[src/design/bldc6_pkg.sv]
// Shared constants for the six-step BLDC test sequencer: command codes,
// event codes, register indexes, reset values and divide-by-1000 constants.
// No dependencies.
package bldc6_pkg;

	// Command codes carried by op
	localparam logic [1:0] OP_TICK  = 2'd0;
	localparam logic [1:0] OP_ARM   = 2'd1;
	localparam logic [1:0] OP_START = 2'd2;
	localparam logic [1:0] OP_STOP  = 2'd3;

	// Event codes reported per transfer
	localparam logic [3:0] EV_NONE           = 4'd0;
	localparam logic [3:0] EV_ARMED          = 4'd1;
	localparam logic [3:0] EV_ARM_FAULT      = 4'd2;
	localparam logic [3:0] EV_STARTED        = 4'd3;
	localparam logic [3:0] EV_REJECT_UNARMED = 4'd4;
	localparam logic [3:0] EV_FAULT_PRETEST  = 4'd5;
	localparam logic [3:0] EV_COMPLETE       = 4'd6;
	localparam logic [3:0] EV_ABORT_FAULT    = 4'd7;
	localparam logic [3:0] EV_ABORT_USER     = 4'd8;
	localparam logic [3:0] EV_USER_STOP      = 4'd9;
	localparam logic [3:0] EV_FAULT          = 4'd10;
	localparam logic [3:0] EV_ARM_TIMEOUT    = 4'd11;

	// Configuration register indexes
	localparam logic [2:0] REG_PWM_TOP     = 3'd0;
	localparam logic [2:0] REG_DUTY        = 3'd1;
	localparam logic [2:0] REG_ARM_TIMEOUT = 3'd2;
	localparam logic [2:0] REG_STEP_PERIOD = 3'd3;
	localparam logic [2:0] REG_STEP_COUNT  = 3'd4;

	// Configuration reset values
	localparam logic [15:0] RST_PWM_TOP     = 16'd6249;
	localparam logic [9:0]  RST_DUTY        = 10'd120;
	localparam logic [15:0] RST_ARM_TIMEOUT = 16'd10000;
	localparam logic [15:0] RST_STEP_PERIOD = 16'd100;
	localparam logic [7:0]  RST_STEP_COUNT  = 8'd24;

	// Duty ceiling in thousandths
	localparam logic [9:0] DUTY_MAX = 10'd1000;

	// Divide by 1000: q = (p * RECIP_1000) >> RECIP_SHIFT, exact for p < 2**26
	localparam int unsigned RECIP_SHIFT = 36;
	localparam logic [26:0] RECIP_1000  = 27'd68719477;

	// Commutation position (0..5)
	typedef logic [2:0] position_t;
	localparam position_t POS_LAST = 3'd5;

endpackage

[src/design/bldc_six_step_test_sequencer_core.sv]
// Six-step BLDC test sequencer: mode logic, step timing and compare levels.
// Depends on bldc6_pkg.
//
// Channel  Direction  Handshake            Payload
// in       sink       in_valid/in_ready    op, fault_pin
// out      source     out_valid/out_ready  driver_enable, mode, event_code,
//                                          step_number, u/v/w high/low levels
// cfg      sink       cfg_we (no wait)     cfg_index, cfg_data
//
// One item per cycle while the output is not stalled; an input transfer loads
// stage 1, and stage 1 then moves to the output register behind out_valid.
// Stage 1 updates the mode state and forms (pwm_top+1)*duty; stage 2 divides
// by 1000 with a reciprocal multiply and routes the levels to the phases.
// A stalled output holds stage 2; stage 1 keeps accepting while stage 2 is
// free, so up to two results can be in flight.
// arst_n clears the mode state and both stage valids, and resets the config.
module bldc_six_step_test_sequencer_core
	import bldc6_pkg::*;
(
	input  logic        clk,
	input  logic        arst_n,
	// configuration
	input  logic        cfg_we,
	input  logic [2:0]  cfg_index,
	input  logic [15:0] cfg_data,
	// items
	input  logic        in_valid,
	output logic        in_ready,
	input  logic [1:0]  op,
	input  logic        fault_pin,
	// results
	output logic        out_valid,
	input  logic        out_ready,
	output logic        driver_enable,
	output logic [1:0]  mode,
	output logic [3:0]  event_code,
	output logic [7:0]  step_number,
	output logic [16:0] u_high_level,
	output logic [16:0] u_low_level,
	output logic [16:0] v_high_level,
	output logic [16:0] v_low_level,
	output logic [16:0] w_high_level,
	output logic [16:0] w_low_level
);

	typedef enum logic [1:0] {
		MODE_OFF   = 2'd0,
		MODE_ARMED = 2'd1,
		MODE_RUN   = 2'd2
	} mode_t;

	// configuration registers
	logic [15:0] pwm_top_q;
	logic [9:0]  duty_q;
	logic [15:0] arm_timeout_q;
	logic [15:0] step_period_q;
	logic [7:0]  step_count_q;

	// sequencer state
	mode_t       run_mode_q;
	logic [15:0] arm_rem_q;
	logic [15:0] step_rem_q;
	logic [7:0]  step_cnt_q;
	position_t   pos_q;

	// next state
	mode_t       run_mode_d;
	logic [15:0] arm_rem_d;
	logic [15:0] step_rem_d;
	logic [7:0]  step_cnt_d;
	position_t   pos_d;
	logic [3:0]  event_d;

	// stage 1
	logic        valid_s1;
	mode_t       mode_s1;
	logic [3:0]  event_s1;
	logic [7:0]  step_s1;
	position_t   pos_s1;
	logic [16:0] full_s1;
	logic [25:0] prod_s1;

	// stage 2
	logic        valid_s2;
	logic [1:0]  mode_s2;
	logic [3:0]  event_s2;
	logic [7:0]  step_s2;
	logic [16:0] lvl_s2 [6];

	logic        accept;
	logic        advance;
	logic [15:0] arm_load;
	logic [15:0] step_load;
	logic [7:0]  step_cnt_inc;
	logic [16:0] full;
	logic [9:0]  duty_sat;
	logic [26:0] prod_full;
	logic [52:0] quot_full;
	logic [16:0] src_level;
	logic [16:0] lvl_d [6];

	// handshake: stage 2 frees when empty or taken, stage 1 when it can move on
	assign advance  = valid_s1 && (!valid_s2 || out_ready);
	assign in_ready = !valid_s1 || !valid_s2 || out_ready;
	assign accept   = in_valid && in_ready;

	// configuration writes
	always_ff @(posedge clk or negedge arst_n) begin
		if (!arst_n) begin
			pwm_top_q     <= RST_PWM_TOP;
			duty_q        <= RST_DUTY;
			arm_timeout_q <= RST_ARM_TIMEOUT;
			step_period_q <= RST_STEP_PERIOD;
			step_count_q  <= RST_STEP_COUNT;
		end else if (cfg_we) begin
			unique case (cfg_index)
				REG_PWM_TOP:     pwm_top_q     <= cfg_data;
				REG_DUTY:        duty_q        <= cfg_data[9:0];
				REG_ARM_TIMEOUT: arm_timeout_q <= cfg_data;
				REG_STEP_PERIOD: step_period_q <= cfg_data;
				REG_STEP_COUNT:  step_count_q  <= cfg_data[7:0];
				default: ;
			endcase
		end
	end

	// zero reload values count as one tick
	assign arm_load     = (arm_timeout_q == 16'd0) ? 16'd1 : arm_timeout_q;
	assign step_load    = (step_period_q == 16'd0) ? 16'd1 : step_period_q;
	assign step_cnt_inc = step_cnt_q + 8'd1;

	// mode and timer update for one item
	always_comb begin
		run_mode_d = run_mode_q;
		arm_rem_d  = arm_rem_q;
		step_rem_d = step_rem_q;
		step_cnt_d = step_cnt_q;
		pos_d      = pos_q;
		event_d    = EV_NONE;
		if (run_mode_q == MODE_RUN) begin
			if (fault_pin) begin
				run_mode_d = MODE_OFF;
				event_d    = EV_ABORT_FAULT;
			end else if (op == OP_STOP) begin
				run_mode_d = MODE_OFF;
				event_d    = EV_ABORT_USER;
			end else if (op == OP_TICK) begin
				if (step_rem_q > 16'd1) begin
					step_rem_d = step_rem_q - 16'd1;
				end else if (step_cnt_inc >= step_count_q) begin
					run_mode_d = MODE_OFF;
					event_d    = EV_COMPLETE;
				end else begin
					step_cnt_d = step_cnt_inc;
					pos_d      = (pos_q >= POS_LAST) ? '0 : pos_q + 3'd1;
					step_rem_d = step_load;
				end
			end
		end else begin
			case (op)
				OP_TICK: begin
					if (run_mode_q == MODE_ARMED) begin
						if (fault_pin) begin
							run_mode_d = MODE_OFF;
							event_d    = EV_FAULT;
						end else if (arm_rem_q <= 16'd1) begin
							run_mode_d = MODE_OFF;
							event_d    = EV_ARM_TIMEOUT;
						end else begin
							arm_rem_d = arm_rem_q - 16'd1;
						end
					end
				end
				OP_ARM: begin
					if (fault_pin) begin
						run_mode_d = MODE_OFF;
						event_d    = EV_ARM_FAULT;
					end else begin
						run_mode_d = MODE_ARMED;
						step_rem_d = '0;
						step_cnt_d = '0;
						pos_d      = '0;
						arm_rem_d  = arm_load;
						event_d    = EV_ARMED;
					end
				end
				OP_START: begin
					if (run_mode_q != MODE_ARMED) begin
						event_d = EV_REJECT_UNARMED;
					end else if (fault_pin) begin
						run_mode_d = MODE_OFF;
						event_d    = EV_FAULT_PRETEST;
					end else if (step_count_q == 8'd0) begin
						run_mode_d = MODE_OFF;
						event_d    = EV_COMPLETE;
					end else begin
						run_mode_d = MODE_RUN;
						arm_rem_d  = '0;
						step_cnt_d = '0;
						pos_d      = '0;
						step_rem_d = step_load;
						event_d    = EV_STARTED;
					end
				end
				default: begin
					run_mode_d = MODE_OFF;
					event_d    = EV_USER_STOP;
				end
			endcase
		end
		// dropping to disabled clears all counters
		if (run_mode_d == MODE_OFF) begin
			arm_rem_d  = '0;
			step_rem_d = '0;
			step_cnt_d = '0;
			pos_d      = '0;
		end
	end

	// source level numerator: (pwm_top+1) * saturated duty
	assign full      = {1'b0, pwm_top_q} + 17'd1;
	assign duty_sat  = (duty_q > DUTY_MAX) ? DUTY_MAX : duty_q;
	assign prod_full = full * duty_sat;

	// divide by 1000 and route levels by commutation position
	assign quot_full = prod_s1 * RECIP_1000;
	assign src_level = quot_full[RECIP_SHIFT +: 17];

	always_comb begin
		for (int i = 0; i < 6; i++) begin
			lvl_d[i] = '0;
		end
		if (mode_s1 == MODE_RUN) begin
			unique case (pos_s1)
				3'd0: begin lvl_d[0] = src_level; lvl_d[3] = full_s1; end
				3'd1: begin lvl_d[0] = src_level; lvl_d[5] = full_s1; end
				3'd2: begin lvl_d[2] = src_level; lvl_d[5] = full_s1; end
				3'd3: begin lvl_d[2] = src_level; lvl_d[1] = full_s1; end
				3'd4: begin lvl_d[4] = src_level; lvl_d[1] = full_s1; end
				3'd5: begin lvl_d[4] = src_level; lvl_d[3] = full_s1; end
				default: ;
			endcase
		end
	end

	// hold state and both result stages
	always_ff @(posedge clk or negedge arst_n) begin
		if (!arst_n) begin
			run_mode_q <= MODE_OFF;
			arm_rem_q  <= '0;
			step_rem_q <= '0;
			step_cnt_q <= '0;
			pos_q      <= '0;
			valid_s1   <= 1'b0;
			mode_s1    <= MODE_OFF;
			event_s1   <= EV_NONE;
			step_s1    <= '0;
			pos_s1     <= '0;
			full_s1    <= '0;
			prod_s1    <= '0;
			valid_s2   <= 1'b0;
			mode_s2    <= '0;
			event_s2   <= EV_NONE;
			step_s2    <= '0;
			for (int i = 0; i < 6; i++) begin
				lvl_s2[i] <= '0;
			end
		end else begin
			// advance state and load stage 1 on each input transfer
			if (accept) begin
				run_mode_q <= run_mode_d;
				arm_rem_q  <= arm_rem_d;
				step_rem_q <= step_rem_d;
				step_cnt_q <= step_cnt_d;
				pos_q      <= pos_d;
				mode_s1    <= run_mode_d;
				event_s1   <= event_d;
				step_s1    <= (run_mode_d == MODE_RUN) ? step_cnt_d : 8'd0;
				pos_s1     <= pos_d;
				full_s1    <= full;
				prod_s1    <= prod_full[25:0];
			end
			if (accept) begin
				valid_s1 <= 1'b1;
			end else if (advance) begin
				valid_s1 <= 1'b0;
			end
			// move stage 1 into the output register
			if (advance) begin
				mode_s2  <= mode_s1;
				event_s2 <= event_s1;
				step_s2  <= step_s1;
				for (int i = 0; i < 6; i++) begin
					lvl_s2[i] <= lvl_d[i];
				end
			end
			if (advance) begin
				valid_s2 <= 1'b1;
			end else if (out_ready) begin
				valid_s2 <= 1'b0;
			end
		end
	end

	assign out_valid     = valid_s2;
	assign driver_enable = (mode_s2 != MODE_OFF);
	assign mode          = mode_s2;
	assign event_code    = event_s2;
	assign step_number   = step_s2;
	assign u_high_level  = lvl_s2[0];
	assign u_low_level   = lvl_s2[1];
	assign v_high_level  = lvl_s2[2];
	assign v_low_level   = lvl_s2[3];
	assign w_high_level  = lvl_s2[4];
	assign w_low_level   = lvl_s2[5];

	// a running test always has a live step timer
	assert property (@(posedge clk) disable iff (!arst_n)
		run_mode_q == MODE_RUN |-> step_rem_q != 16'd0)
		else $error("step timer empty while running");

	// an armed driver always has a live timeout
	assert property (@(posedge clk) disable iff (!arst_n)
		run_mode_q == MODE_ARMED |-> arm_rem_q != 16'd0)
		else $error("arm timeout empty while armed");

	// position stays within the six steps
	assert property (@(posedge clk) disable iff (!arst_n)
		pos_q <= POS_LAST)
		else $error("commutation position out of range");

	// a held stage 1 item is never dropped
	assert property (@(posedge clk) disable iff (!arst_n)
		valid_s1 && !advance |=> valid_s1)
		else $error("stage 1 item lost");

	// no drive outside a running test
	assert property (@(posedge clk) disable iff (!arst_n)
		valid_s2 && mode_s2 != MODE_RUN |->
		u_high_level == 17'd0 && u_low_level == 17'd0 && v_high_level == 17'd0 &&
		v_low_level == 17'd0 && w_high_level == 17'd0 && w_low_level == 17'd0)
		else $error("phase drive while not running");

endmodule

[config.mk]
export PLATFORM = sky130hd
export DESIGN_NAME = bldc_six_step_test_sequencer_core
export DESIGN_NICKNAME = d
export VERILOG_FILES = /design/src/design/bldc6_pkg.sv /design/src/design/bldc_six_step_test_sequencer_core.sv
export SDC_FILE = /design/constraint.sdc
export NUM_CORES = 1
export LEC_CHECK = 0
export CORE_AREA = 2 2 279 419
export DETAILED_ROUTE_END_ITERATION = 6
export DIE_AREA = 0 0 281 421
export DONT_BUFFER_PORTS = 1
export HOLD_SLACK_MARGIN = 0.12
export PLACE_DENSITY = 0.47
export SYNTH_ARGS = -nofsm -noshare
export SYNTH_HDL_FRONTEND = slang
export SYNTH_SLANG_ARGS = --single-unit
[constraint.sdc]
create_clock -name clk -period 7 [get_ports clk]
set_clock_uncertainty 0.2 [all_clocks]
set_input_delay 0.35 -clock clk [delete_from_list [all_inputs] [get_ports clk]]
set_output_delay 0.35 -clock clk [all_outputs]
set_load 0.1 [all_outputs]
==> metrics.txt <==
outcome=complete, but fails checks; failing checks=hold timing; CORE AREA=0.115 mm2; All-Layer GR Usage=14.5%; clk sinks=284; final cell count without fillers=4611; Slew Viols, Final=0; synth warn=0; Yosys reg bits=284; Final Cycle Share=between 90 and 100%; total CTS buffers=36; mux share of post-synthesis cell area=2.94%; min-delay worst type=in2async; maxcap violations=0; adder-cell area share of the yosys netlist=38.5%; worst r2r path cells=23; DRT Pass-1 Iters=5; XOR/XNOR Fraction of Synth Area=between 2 and 2.5%; Worst R2R End=w_high_level[6]; per-cell routed wire length=18.4 um; cts hold-fix bufs=42; largest family of logic cells by synthesized area=adder cells; share of layout cells above drive strength 1=9.94%; H-tree levels=2; root buf cell=clkbuf_16; Die Ht=421 um; I/O pin total=146; Iteration-0 DRC Markers=841; Critical Path Start=prod_s1[20]; simple-gate share of the synthesized area=about an eighth; synthesis-to-layout area growth=14.5%; Rel. slew slack=between 10% and 20%; number of global-route vias before repair=approximately 22000; Starting Density=24.8%; most common cell after layout, fill and taps aside=inv_1; Mean Syn Cell Area=9.65 um2; global-route wire length before repair=roughly 130000 um; Max Freq=149 MHz; largest net degree at the start of global routing=285; register area share after synthesis=25.0%; Mapped Cells=2956; count of cell types in the netlist=73; Async S/R FF share, synth=100%; CTS clk-pin slew, worst paths=70 ps; worst-skew pair later-pin latency=roughly 560 ps; dpl hpwl=68400 um; syn_nets=around 3700; CTS tree=yes; routability congestion estimate from global placement=approximately 0.86; Worst Path Arrival=6960 ps; # setup viols final=0; hold_ws=-710 ps; final wirelength=85000 um; Data required, critical path=just over 7000 ps; CP max FO=8; via-per-instance ratio=4.43; drc violations=0; Hold Vio Cnt, Final=roughly 280; commonest cells after routing, fill and taps aside=inv_1, nand2_1, ha_1; Reg2Reg Setup Slack=280 ps; Post-Syn Area=0.0285 mm2; Crit Path Category=reg2reg; RSZ-0062 raised after global routing=no; die area=0.118 mm2; vias=20400; Critical Path End=w_high_level[6]; post-synthesis compound-gate area fraction=10.5%; reg-to-reg critical path startpoint=prod_s1[20]; Post-synth EDFFs=0; Clock Tree Buf Depth=3; Tmin final=~6700 ps; FP Rows=153; Die X=about 280 um; Final ANT Viol Nets=0; dominant synthesized flop cell=dfrtp_1; total congestion overflow=0; critical path startpoint category=flop; nature of the critical path endpoint=flop; Port-buffer cells=0; measured slew at the worst slew-check pin=1190 ps; Final #Nets=3740; antenna violations before repair=14; placed instance count=4498
Yosys cell counts (10+ instances only):
master | count | area, um2
a211oi_1 | 11 | 82.6
a21o_1 | 46 | 345
a21oi_1 | 85 | 425
a22o_1 | 38 | 333
a22oi_1 | 13 | 97.6
and2_1 | 65 | 407
and3_1 | 27 | 169
clkbuf_1 | 92 | 345
dfrtp_1 | 264 | 6610
dfstp_2 | 20 | 526
fa_1 | 329 | 6590
ha_1 | 352 | 4400
inv_1 | 544 | 2040
mux2_2 | 63 | 709
mux2i_1 | 13 | 130
nand2_1 | 394 | 1480
nand2b_1 | 19 | 119
nand3_1 | 41 | 205
nand4_1 | 13 | 81.3
nor2_1 | 66 | 248
nor2b_1 | 17 | 106
nor3_1 | 29 | 145
nor4_1 | 29 | 181
o211ai_1 | 17 | 128
o21ai_0 | 138 | 691
o31ai_1 | 17 | 128
or3_1 | 10 | 62.6
xnor2_1 | 33 | 289
xor2_1 | 33 | 289
timing repair:
action,CTS,global route
cloned,0,0
gates resized for setup,4,33
buffers inserted,4,0
endpoints found under the hold margin,375,284
setup endpoints to repair,42,51
pin swaps,2,5
critical path, stage by stage, from the launching register on:
cell and delay [ps]:
dfrtp_1 380, buf_4 190, ha_1 360, inv_1 80, fa_1 530, inv_1 50
fa_1 480, fa_1 520, fa_1 440, fa_1 550, inv_1 50, fa_1 530
inv_1 40, ha_1 330, nand4_1 170, nor4_4 350, o211ai_1 150, a21oi_2 220
buf_6 170, a21oi_1 60, o221ai_1 210, buf_4 180, mux2i_1 80, a211o_1 270
kinds of logic after synthesis:
family | after synthesis
xor+xnor | 66
mux | 76
buf+inv | 648
fa+ha+maj | 681
simple gates | 751
flops | 284
compound gates | 450
per-layer routing:
metal	global-route usage, %	share of wire [%]	vias up
met4	4.91	3.8	0
li1	-	-	9800
met5	0	0	-
met2	28.1	55	296
met1	16.2	39	10200
met3	1.57	2.4	131
worst min-delay path by stage:
stage | to | slack (ps)
floorplan | arm_rem_q[0] | -150
CTS | step_number[5] | -750
detailed placement | step_number[5] | -140
global placement | step_s1[1] | -130
global route | step_number[5] | -740
finish | step_number[5] | -710
registers in the layout, summed over array words and instances (netlist names), 2 cells and up:
signal	cells
v_high_level	17
arm_rem_q	16
step_rem_q	16
step_period_q	16
event_code	4
step_count_q	8
prod_s1	26
mode_s1	2
w_high_level	17
mode	2
full_s1	17
u_high_level	17
w_low_level	17
v_low_level	17
step_number	8
step_cnt_q	8
step_s1	8
duty_q	10
pwm_top_q	16
arm_timeout_q	16
u_low_level	17
pos_s1	3
event_s1	4
metrics by stage:
step | setup WS [ps] | TNS, ps | util, % | instance area, um2
finish | 284 | 0 | 28.4 | 32700
global route | 9.15 | 0 | 28.4 | 32700
CTS | 10.9 | 0 | 28.3 | 32500
detailed placement | -261 | -7530 | 26.8 | 30800
global placement | -214 | -6030 | 26.8 | 30800
floorplan | 327 | 0 | - | 28500
layout make-up:
class / count / area [um2]
Timing Repair Buffer: 142 / 1170
Antenna cell: 3 / 7.51
Tap cell: 1550 / 1940
Sequential cell: 284 / 7140
Multi-Input combinational cell: 2024 / 19100
Inverter: 544 / 2040
Fill cell: 12200 / 82400
Clock inverter: 20 / 258
Clock buffer: 44 / 981
Power is not shown: default switching activity piles up to over one toggle a cycle in this logic, so the estimate is an artifact.
